--- src/hw/rtl/bchq_pkg.sv ---
// Shared types and constants for the button click / hold event queue.
// No dependencies; used by every module of the block.
package bchq_pkg;

  localparam int unsigned CfgIdxW  = 3;
  localparam int unsigned CfgDataW = 32;
  localparam int unsigned CodeW    = 8;
  localparam int unsigned LevelW   = 4;
  localparam int unsigned CodeSlots = 4;
  localparam int unsigned CodeIdxW = 5;

  localparam logic [31:0] DebounceRst = 32'd50000;
  localparam logic [31:0] HoldRst     = 32'd1000000;

  typedef enum logic [CfgIdxW-1:0] {
    REG_BUTTON_COUNT = 3'd0,
    REG_CLICK_CODES  = 3'd1,
    REG_HOLD_CODES   = 3'd2,
    REG_DEBOUNCE_US  = 3'd3,
    REG_HOLD_US      = 3'd4
  } reg_idx_e;

  // What one lane decided for its button on the current poll.
  typedef enum logic [2:0] {
    ACT_NONE,
    ACT_PRESS,
    ACT_HOLD,
    ACT_DROP,
    ACT_CLICK,
    ACT_HOLD_REL
  } lane_act_e;

  typedef enum logic [2:0] {
    ST_IDLE,
    ST_POP,
    ST_ELAPSED,
    ST_DECIDE,
    ST_MERGE,
    ST_PUSH
  } ctrl_state_e;

  // One queue entry: pressed flag above the key code.
  typedef struct packed {
    logic             pressed;
    logic [CodeW-1:0] code;
  } event_t;

  typedef struct packed {
    logic calc_en;
    logic eval_en;
    logic commit;
  } lane_ctrl_t;

  function automatic logic act_has_event(lane_act_e act);
    logic r;
    case (act)
      ACT_HOLD, ACT_CLICK, ACT_HOLD_REL: r = 1'b1;
      default:                           r = 1'b0;
    endcase
    return r;
  endfunction

  // Buttons past the fourth have no code.
  function automatic logic [CodeW-1:0] code_of(logic [31:0] codes, logic [CodeIdxW-1:0] idx);
    logic [CodeW-1:0] r;
    if (idx >= CodeIdxW'(CodeSlots)) begin
      r = '0;
    end else begin
      r = codes[idx[1:0]*CodeW +: CodeW];
    end
    return r;
  endfunction

endpackage

--- src/hw/rtl/bchq_lane.sv ---
// One button lane: press state, elapsed-time stage and decision stage.
// Depends on bchq_pkg.
module bchq_lane import bchq_pkg::*; #(
  parameter int unsigned TIME_BITS = 48
) (
  input  logic                 clk_i,
  input  logic                 rst_ni,
  input  lane_ctrl_t           ctrl_i,
  input  logic [TIME_BITS-1:0] now_i,
  input  logic                 pressed_i,
  input  logic [31:0]          hold_us_i,
  input  logic [31:0]          debounce_us_i,
  output lane_act_e            act_o
);

  logic                 is_down_q, is_down_d;
  logic                 hold_done_q, hold_done_d;
  logic [TIME_BITS-1:0] start_q, start_d;
  logic [TIME_BITS-1:0] elapsed_q, elapsed_d;
  lane_act_e            act_q, act_d;
  logic [TIME_BITS:0]   diff;

  // Borrow out means time went backwards: elapsed counts as zero.
  assign diff = {1'b0, now_i} - {1'b0, start_q};

  always_comb begin
    elapsed_d = elapsed_q;
    if (ctrl_i.calc_en) begin
      elapsed_d = (is_down_q && !diff[TIME_BITS]) ? diff[TIME_BITS-1:0] : '0;
    end
  end

  always_comb begin
    act_d = act_q;
    if (ctrl_i.eval_en) begin
      act_d = ACT_NONE;
      if (pressed_i) begin
        if (!is_down_q) begin
          act_d = ACT_PRESS;
        end else if (!hold_done_q && elapsed_q >= TIME_BITS'(hold_us_i)) begin
          act_d = ACT_HOLD;
        end
      end else if (is_down_q) begin
        if (elapsed_q >= TIME_BITS'(debounce_us_i)) begin
          act_d = hold_done_q ? ACT_HOLD_REL : ACT_CLICK;
        end else begin
          act_d = ACT_DROP;
        end
      end
    end
  end

  always_comb begin
    is_down_d   = is_down_q;
    hold_done_d = hold_done_q;
    start_d     = start_q;
    if (ctrl_i.commit) begin
      case (act_q)
        ACT_PRESS: begin
          is_down_d   = 1'b1;
          hold_done_d = 1'b0;
          start_d     = now_i;
        end
        ACT_HOLD: begin
          hold_done_d = 1'b1;
        end
        ACT_DROP, ACT_CLICK, ACT_HOLD_REL: begin
          is_down_d   = 1'b0;
          hold_done_d = 1'b0;
          start_d     = '0;
        end
        default: ;
      endcase
    end
  end

  always_ff @(posedge clk_i or negedge rst_ni) begin
    if (!rst_ni) begin
      is_down_q   <= 1'b0;
      hold_done_q <= 1'b0;
      start_q     <= '0;
      act_q       <= ACT_NONE;
    end else begin
      is_down_q   <= is_down_d;
      hold_done_q <= hold_done_d;
      start_q     <= start_d;
      act_q       <= act_d;
    end
  end

  always_ff @(posedge clk_i) begin
    elapsed_q <= elapsed_d;
  end

  assign act_o = act_q;

endmodule

--- src/hw/rtl/bchq_merge.sv ---
// Merge of the lane decisions: first button in use that raises an event wins.
// Lanes up to and including the winner commit. Depends on bchq_pkg.
module bchq_merge import bchq_pkg::*; #(
  parameter int unsigned BUTTONS = 4,
  localparam int unsigned IdxW = (BUTTONS > 1) ? $clog2(BUTTONS) : 1
) (
  input  lane_act_e         act_i [BUTTONS],
  input  logic [BUTTONS-1:0] in_use_i,
  output logic [BUTTONS-1:0] commit_o,
  output logic               hit_o,
  output logic [IdxW-1:0]    idx_o,
  output lane_act_e          act_o
);

  always_comb begin
    commit_o = '0;
    hit_o    = 1'b0;
    idx_o    = '0;
    act_o    = ACT_NONE;
    for (int i = 0; i < BUTTONS; i++) begin
      if (in_use_i[i] && !hit_o) begin
        commit_o[i] = 1'b1;
        if (act_has_event(act_i[i])) begin
          hit_o = 1'b1;
          idx_o = IdxW'(i);
          act_o = act_i[i];
        end
      end
    end
  end

endmodule

--- src/hw/rtl/bchq_queue.sv ---
// Event queue: circular memory with read and write pointers, one slot kept free.
// Pushes into a full queue are dropped. Depends on bchq_pkg.
module bchq_queue import bchq_pkg::*; #(
  parameter int unsigned QUEUE_DEPTH = 8
) (
  input  logic   clk_i,
  input  logic   rst_ni,
  input  logic   push_i,
  input  event_t push_data_i,
  input  logic   rd_en_i,
  input  logic   pop_i,
  output event_t rd_data_o,
  output logic   empty_o,
  output logic   more_o
);

  localparam int unsigned PtrW = $clog2(QUEUE_DEPTH);

  event_t          mem [QUEUE_DEPTH];
  event_t          rd_data_q;
  logic [PtrW-1:0] rd_ptr_q, rd_ptr_d;
  logic [PtrW-1:0] wr_ptr_q, wr_ptr_d;
  logic [PtrW-1:0] rd_next, wr_next;
  logic            full;

  function automatic logic [PtrW-1:0] ptr_inc(logic [PtrW-1:0] p);
    return (p == PtrW'(QUEUE_DEPTH - 1)) ? '0 : p + PtrW'(1);
  endfunction

  assign rd_next = ptr_inc(rd_ptr_q);
  assign wr_next = ptr_inc(wr_ptr_q);
  assign full    = (wr_next == rd_ptr_q);
  assign empty_o = (rd_ptr_q == wr_ptr_q);
  assign more_o  = (rd_next != wr_ptr_q);

  always_comb begin
    rd_ptr_d = pop_i ? rd_next : rd_ptr_q;
    wr_ptr_d = (push_i && !full) ? wr_next : wr_ptr_q;
  end

  always_ff @(posedge clk_i or negedge rst_ni) begin
    if (!rst_ni) begin
      rd_ptr_q <= '0;
      wr_ptr_q <= '0;
    end else begin
      rd_ptr_q <= rd_ptr_d;
      wr_ptr_q <= wr_ptr_d;
    end
  end

  always_ff @(posedge clk_i) begin
    if (push_i && !full) begin
      mem[wr_ptr_q] <= push_data_i;
    end
    if (rd_en_i) begin
      rd_data_q <= mem[rd_ptr_q];
    end
  end

  assign rd_data_o = rd_data_q;

endmodule

--- src/hw/rtl/button_click_hold_event_queue_top.sv ---
// Top level of the button click / hold detector with its event queue.
// Depends on bchq_pkg, bchq_lane, bchq_merge and bchq_queue.
//
//  channel | handshake                | payload
//  --------+--------------------------+-----------------------------------------
//  in      | in_valid_i / in_ready_o  | now_us_i, button_levels_i
//  out     | out_valid_o / out_ready_i| key_code_o, key_pressed_o, more_pending_o
//  cfg     | cfg_we_i                 | cfg_idx_i, cfg_wdata_i
//
// A poll that pops the queue goes through accept with memory read, then output load.
// A scanning poll goes through accept, elapsed subtract, compare and merge, then one
// push step per pushed event, at most 2. One item is in work at a time.
// The output register lets a new item be accepted while a result waits; a poll
// stalls at its output load (pop or merge step) until the output register is free.
// Reset clears button state, queue pointers and configuration registers to defaults.
module button_click_hold_event_queue_top import bchq_pkg::*; #(
  parameter int unsigned BUTTONS     = 4,
  parameter int unsigned QUEUE_DEPTH = 8,
  parameter int unsigned TIME_BITS   = 48
) (
  input  logic                 clk_i,
  input  logic                 rst_ni,
  input  logic                 in_valid_i,
  output logic                 in_ready_o,
  input  logic [TIME_BITS-1:0] now_us_i,
  input  logic [LevelW-1:0]    button_levels_i,
  output logic                 out_valid_o,
  input  logic                 out_ready_i,
  output logic [CodeW-1:0]     key_code_o,
  output logic                 key_pressed_o,
  output logic                 more_pending_o,
  input  logic                 cfg_we_i,
  input  logic [CfgIdxW-1:0]   cfg_idx_i,
  input  logic [CfgDataW-1:0]  cfg_wdata_i
);

  localparam int unsigned IdxW = (BUTTONS > 1) ? $clog2(BUTTONS) : 1;

  // configuration
  logic [2:0]  button_count_q;
  logic [31:0] click_codes_q, hold_codes_q, debounce_q, hold_q;

  always_ff @(posedge clk_i or negedge rst_ni) begin
    if (!rst_ni) begin
      button_count_q <= '0;
      click_codes_q  <= '0;
      hold_codes_q   <= '0;
      debounce_q     <= DebounceRst;
      hold_q         <= HoldRst;
    end else if (cfg_we_i) begin
      case (reg_idx_e'(cfg_idx_i))
        REG_BUTTON_COUNT: button_count_q <= cfg_wdata_i[2:0];
        REG_CLICK_CODES:  click_codes_q  <= cfg_wdata_i;
        REG_HOLD_CODES:   hold_codes_q   <= cfg_wdata_i;
        REG_DEBOUNCE_US:  debounce_q     <= cfg_wdata_i;
        REG_HOLD_US:      hold_q         <= cfg_wdata_i;
        default: ;
      endcase
    end
  end

  // control
  ctrl_state_e state_q, state_d;
  logic        accept, out_free, load_out;
  logic        q_push, q_pop, q_rd_en, q_empty, q_more;
  event_t      q_rd_data, out_evt;
  lane_ctrl_t  lane_ctrl;

  logic [TIME_BITS-1:0] now_q;
  logic [LevelW-1:0]    levels_q;

  logic [1:0] push_cnt_q, push_cnt_d;
  event_t     push0_q, push0_d, push1_q, push1_d;

  logic               out_valid_q, out_valid_d;
  event_t             out_evt_q;
  logic               out_more_q, out_more;

  lane_act_e          lane_act [BUTTONS];
  logic [BUTTONS-1:0] lane_press, in_use, commit_mask;
  logic               hit;
  logic [IdxW-1:0]    hit_idx;
  lane_act_e          hit_act;
  logic [CodeW-1:0]   hit_click, hit_hold;

  assign accept   = in_valid_i && in_ready_o;
  assign out_free = !out_valid_q || out_ready_i;

  always_comb begin
    state_d = state_q;
    case (state_q)
      ST_IDLE:    if (in_valid_i) state_d = q_empty ? ST_ELAPSED : ST_POP;
      ST_POP:     if (out_free) state_d = ST_IDLE;
      ST_ELAPSED: state_d = ST_DECIDE;
      ST_DECIDE:  state_d = ST_MERGE;
      ST_MERGE:   if (out_free) state_d = hit ? ST_PUSH : ST_IDLE;
      ST_PUSH:    if (push_cnt_q == 2'd1) state_d = ST_IDLE;
      default:    state_d = ST_IDLE;
    endcase
  end

  always_comb begin
    in_ready_o        = 1'b0;
    q_rd_en           = 1'b0;
    q_pop             = 1'b0;
    q_push            = 1'b0;
    load_out          = 1'b0;
    out_evt           = '0;
    out_more          = 1'b0;
    lane_ctrl.calc_en = 1'b0;
    lane_ctrl.eval_en = 1'b0;
    lane_ctrl.commit  = 1'b0;
    case (state_q)
      ST_IDLE: begin
        in_ready_o = 1'b1;
        q_rd_en    = in_valid_i;
      end
      ST_POP: begin
        if (out_free) begin
          load_out = 1'b1;
          q_pop    = 1'b1;
          out_evt  = q_rd_data;
          out_more = q_more;
        end
      end
      ST_ELAPSED: lane_ctrl.calc_en = 1'b1;
      ST_DECIDE:  lane_ctrl.eval_en = 1'b1;
      ST_MERGE: begin
        if (out_free) begin
          load_out         = 1'b1;
          lane_ctrl.commit = 1'b1;
        end
      end
      ST_PUSH: q_push = 1'b1;
      default: ;
    endcase
  end

  always_ff @(posedge clk_i or negedge rst_ni) begin
    if (!rst_ni) begin
      state_q     <= ST_IDLE;
      push_cnt_q  <= '0;
      out_valid_q <= 1'b0;
    end else begin
      state_q     <= state_d;
      push_cnt_q  <= push_cnt_d;
      out_valid_q <= out_valid_d;
    end
  end

  always_ff @(posedge clk_i) begin
    if (accept) begin
      now_q    <= now_us_i;
      levels_q <= button_levels_i;
    end
    if (load_out) begin
      out_evt_q  <= out_evt;
      out_more_q <= out_more;
    end
    push0_q <= push0_d;
    push1_q <= push1_d;
  end

  assign out_valid_d = load_out || (out_valid_q && !out_ready_i);

  // push list built at merge, drained one entry per cycle
  assign hit_click = code_of(click_codes_q, CodeIdxW'(hit_idx));
  assign hit_hold  = code_of(hold_codes_q, CodeIdxW'(hit_idx));

  always_comb begin
    push_cnt_d = push_cnt_q;
    push0_d    = push0_q;
    push1_d    = push1_q;
    if (state_q == ST_MERGE && out_free && hit) begin
      case (hit_act)
        ACT_HOLD: begin
          push_cnt_d = 2'd1;
          push0_d    = '{pressed: 1'b1, code: hit_hold};
        end
        ACT_CLICK: begin
          push_cnt_d = 2'd2;
          push0_d    = '{pressed: 1'b1, code: hit_click};
          push1_d    = '{pressed: 1'b0, code: hit_click};
        end
        ACT_HOLD_REL: begin
          push_cnt_d = 2'd1;
          push0_d    = '{pressed: 1'b0, code: hit_hold};
        end
        default: push_cnt_d = '0;
      endcase
    end else if (q_push) begin
      push_cnt_d = push_cnt_q - 2'd1;
      push0_d    = push1_q;
    end
  end

  // lanes
  for (genvar i = 0; i < BUTTONS; i++) begin : g_lane
    lane_ctrl_t ctrl;

    if (i < LevelW) begin : g_pin
      assign lane_press[i] = ~levels_q[i];
    end else begin : g_nopin
      assign lane_press[i] = 1'b0;
    end
    assign in_use[i] = (32'(button_count_q) > i);

    assign ctrl.calc_en = lane_ctrl.calc_en;
    assign ctrl.eval_en = lane_ctrl.eval_en;
    assign ctrl.commit  = lane_ctrl.commit && commit_mask[i];

    bchq_lane #(
      .TIME_BITS(TIME_BITS)
    ) u_lane (
      .clk_i        (clk_i),
      .rst_ni       (rst_ni),
      .ctrl_i       (ctrl),
      .now_i        (now_q),
      .pressed_i    (lane_press[i]),
      .hold_us_i    (hold_q),
      .debounce_us_i(debounce_q),
      .act_o        (lane_act[i])
    );
  end

  bchq_merge #(
    .BUTTONS(BUTTONS)
  ) u_merge (
    .act_i   (lane_act),
    .in_use_i(in_use),
    .commit_o(commit_mask),
    .hit_o   (hit),
    .idx_o   (hit_idx),
    .act_o   (hit_act)
  );

  bchq_queue #(
    .QUEUE_DEPTH(QUEUE_DEPTH)
  ) u_queue (
    .clk_i      (clk_i),
    .rst_ni     (rst_ni),
    .push_i     (q_push),
    .push_data_i(push0_q),
    .rd_en_i    (q_rd_en),
    .pop_i      (q_pop),
    .rd_data_o  (q_rd_data),
    .empty_o    (q_empty),
    .more_o     (q_more)
  );

  assign out_valid_o    = out_valid_q;
  assign key_code_o     = out_evt_q.code;
  assign key_pressed_o  = out_evt_q.pressed;
  assign more_pending_o = out_more_q;

endmodule
--- config.mk ---
export PLATFORM = sky130hd
export DESIGN_NAME = button_click_hold_event_queue_top
export DESIGN_NICKNAME = d
export VERILOG_FILES = /design/src/hw/rtl/bchq_pkg.sv /design/src/hw/rtl/bchq_lane.sv /design/src/hw/rtl/bchq_merge.sv /design/src/hw/rtl/bchq_queue.sv /design/src/hw/rtl/button_click_hold_event_queue_top.sv
export SDC_FILE = /design/constraint.sdc
export NUM_CORES = 2
export LEC_CHECK = 0
export BUFFER_PORTS_ARGS = -buffer_cell sky130_fd_sc_hd__buf_4
export CORE_UTILIZATION = 55
export DETAILED_ROUTE_END_ITERATION = 6
export PLACE_DENSITY_LB_ADDON = 0.1
export RECOVER_POWER = 100
export SYNTH_ARGS = -nofsm -noshare
export SYNTH_HDL_FRONTEND = slang
export SYNTH_SLANG_ARGS = --single-unit
--- constraint.sdc ---
create_clock -name clk_i -period 15.8 [get_ports clk_i]
set_input_delay 0.79 -clock clk_i [delete_from_list [all_inputs] [get_ports clk_i]]
set_output_delay 0.79 -clock clk_i [all_outputs]
set_load 0.1 [all_outputs]
==> qor.yml <==
status:
  status: "finished with violations"
  failed_checks: "max-capacitance violations, max-slew violations"
grt:
  grt_usage: 0.281
  first_global_vias: 30000
  grt_overflow: 0
  grt_max_degree: 186
  antenna_found_initial: 0
  grt_pass1_wl_microns: 170000
logic_synthesis:
  synth_edf_count: 352
  synthSimpleGateAreaFrac: 0.106
  synth_top_family_by_area: "compound AO/OA/AOI/OAI gates"
  synthArstFlopShare: 0.502
  synth_area_sq_um: 42700
  syn-num-nets: 4581
  synth_compound_area_frac: 0.181
  muxShareOfSynthArea: 0.0448
  syn-instance-count: 4032
  synth_seq_cells: 707
  yosysSeqAreaShare: 0.456
  synth_adder_area_share: 0.135
  synth_ff_type: "edfxtp_1"
  synth-xor-area-share: 0.0349
  syn_avg_cell_area_sq_um: 10.6
  ys_warn_count: 0
  netlist-cell-type-count: 90
cells_and_area:
  diodes: 0
  final_cell_mix: "453 x ha_1, 352 x edfxtp_1, 342 x dfrtp_1"
  final_util: 0.613
  mostFrequentLayoutCell: "ha_1"
  layout-drive-gt1-share: 0.0950
  final_nets: 4642
  multi_input_area_sq_um: 21500
  area_growth_pct: 9.61
  fill_cells: 6460
  register_area_sq_um: 19500
  design_area_sq_um: 46800
detailed_routing:
  drt_iter0_drc: 2431
  ant_nets: 0
  dr.pass1.iters: 6
  vias: 31000
  wire_per_inst_microns: 21.1
  via_per_inst: 5.99
  drc: 0
  postRouteWirelength_microns: 109000
timing:
  final_max_slew_viol_count: 840
  hold_viol: 0
  min_period_ps: 7300
  rsz0062_at_grt: "no"
  setup_violations: 0
  max_freq_mhz: 137
  tightest_slew_ps: 5680
  layout_setup_ws_ps: 8500
  relSlewSlack: -2.79
  fin_crit_sh: 0.462
  final.setup.tns_ps: 0
  fin_skew_ps: 44.8
power_and_ir_drop:
  sw_frac_of_total: 0.413
  p_switching_mw: 3.53
  power_frac_clock: 0.213
  pwr-share-comb: 0.466
  vdd_drop_max_v: 0.000111
  leakagePower_nw: 19.5
  p_int_mw: 5.01
  power_per_cell_area_nw_per_um2: 182
  pwr-share-seq: 0.321
worst_setup_path:
  cp.depth: 2
  path_cells: "clkbuf_1 -> clkbuf_1"
  crit_fanout: 95
  worst_setup_path_end_kind: "asynchronous set/reset pin"
  ff2ff_setup_slack_ps: 9500
  rr_startpoint: "now_q[0]"
  crit_path_max_incr_delay_ps: 3810
  path_class: "input port to asynchronous set/reset pin"
  r2r.worst_path.cells: 13
  start_kind: "input port"
  cp_top_family: "buffers and inverters"
  reg2reg_to: "g_lane[0].u_lane.elapsed_q[26]"
  cpMostUsedCell: "clkbuf_1"
  timing.critical_path.buf_inv: 2
  worstPathArrival_ps: 7300
  critPathRequiredTime_ps: 15800
  slowest_stage: "clkbuf_1"
floorplanning:
  fp.dieH_microns: 281
  row_count: 101
  die-width_microns: 281
  start_util: 0.559
  io_pins: 104
  dieArea_sq_um: 78700
  core_area_sq_um: 76300
worst_hold_path:
  hold_path_end: "levels_q[3]"
  hold-path-cell-count: 1
  hold_class: "input port to register"
  worstHoldStart: "button_levels_i[3]"
placement:
  gp_routability_congestion: 0.951
  hpwlAfterDp_microns: 83300
  place_area_sq_um: 44500
  dpl_worst_slack_ps: 11680
  numPortBuffers: 103
clock_network:
  holdBufCountCts: 0
  cts-htree-levels: 3
  cts_sinks: 707
  cts.path.max_buffers: 3
  post-cts-setup-buffers: 0
  cts_resized: 0
  cts_tree: "yes"
  cts_made_buffers: 77
  root_buffer: "clkbuf_16"
  clk_pin_slew_ps: 60
  clk_latency_ps: 660
flow_run:
  drv_cap: 22
==> registers in the layout, summed over array words and instances, names as in the netlist, 9 cells and up <==
signal / flops
g_lane.u_lane.elapsed_q: 192
g_lane.u_lane.start_q: 192
u_queue.mem: 72
now_q: 48
click_codes_q: 32
debounce_q: 32
hold_codes_q: 32
hold_q: 32
g_lane.u_lane.act_o: 12
push0_q: 9
u_queue.rd_data_o: 9
==> worst max path at each step <==
stage | from | to | slack, ps
5_1_grt | rst_ni | g_lane[1].u_lane.start_q[27] | 6990
6_report | rst_ni | g_lane[1].u_lane.start_q[28] | 8500
2_1_floorplan | state_q[2] | g_lane[0].u_lane.elapsed_q[0] | 1220
4_1_cts | now_q[0] | g_lane[0].u_lane.elapsed_q[26] | 11740
3_5_place_dp | rst_ni | g_lane[2].u_lane.start_q[40] | 11680
3_3_place_gp | rst_ni | g_lane[2].u_lane.start_q[40] | 11720
==> per-stage QoR <==
stage,total power [mW],instances,hold WS (ps)
6_report,8.54,5187,341
3_5_place_dp,6.72,5044,491
3_3_place_gp,6.70,5044,488
4_1_cts,8.57,5187,179
5_1_grt,9.10,5187,316
2_1_floorplan,5.67,4032,473
==> per-layer routing <==
metal | GRT usage | up-vias | part of all wire
met5 | 0 | - | 0
li1 | - | 15000 | -
met2 | 0.426 | 830 | 0.43
met3 | 0.0426 | 146 | 0.060
met1 | 0.420 | 15100 | 0.48
met4 | 0.0706 | 0 | 0.024
==> synth_stat cells (19+ instances only) <==
cell      count  share of area
ha_1        453           0.13
edfxtp_1    352           0.25
dfrtp_1     342           0.20
nor2_1      324          0.028
inv_1       306          0.027
a21oi_1     276          0.032
nand2_1     227          0.020
a22o_1      193          0.040
o21ai_0     192          0.023
a21o_1      167          0.029
mux2_2      117          0.031
clkbuf_1     97         0.0085
xnor2_1      89          0.018
nand4_1      81          0.012
xor2_1       81          0.017
nand3_1      57         0.0067
nand2b_1     49         0.0072
nor2b_1      47         0.0069
nor3_1       45         0.0053
a31oi_1      37         0.0054
a211oi_1     31         0.0055
o21a_1       28         0.0049
o21bai_1     26         0.0046
buf_2        25         0.0029
nor4_1       25         0.0037
o21ai_1      25         0.0029
and2_1       23         0.0034
and3_1       21         0.0031
o211ai_1     20         0.0035
mux2i_1      19         0.0045
==> power by group through the flow <==
stage / Clock (mW) / Combinational [mW] / Sequential (mW)
floorplan: 0 / 2.89 / 2.78
global placement: 0 / 3.94 / 2.75
detailed placement: 0 / 3.95 / 2.76
CTS: 1.86 / 3.98 / 2.73
global route: 1.92 / 4.39 / 2.79
finish: 1.82 / 3.98 / 2.74
==> logic make-up (layout without fill, tap and decap cells) <==
logic type / Yosys count / in the layout
AOI/OAI and AO/OA: 1138 / 1138
xor gates and xnor gates: 170 / 170
adders and majority gates: 457 / 457
buffers and inverters: 452 / 577
DFF: 707 / 707
muxes: 154 / 154
and+or+nand+nor: 954 / 954
==> layout make-up <==
cell class                 instances  area share
clock inverter                    37     0.00965
timing repair buffer             128      0.0184
inverter                         306      0.0245
clock buffer                     106      0.0452
sequential                       707       0.416
tap                             1030      0.0275
multi-input combinational       2873       0.459
==> worst register-to-register path, stage by stage (launching register included) <==
cell	delay (ps)
edfxtp_1	440
inv_1	160
ha_1	240
fa_1	240
nor2b_1	90
o31ai_1	290
a21oi_1	200
a211oi_1	510
o21ai_0	290
a41oi_1	660
o21ai_0	390
a21oi_4	190
clkbuf_1	1890
nor2_1	290
(Power assumes the default switching activity.)
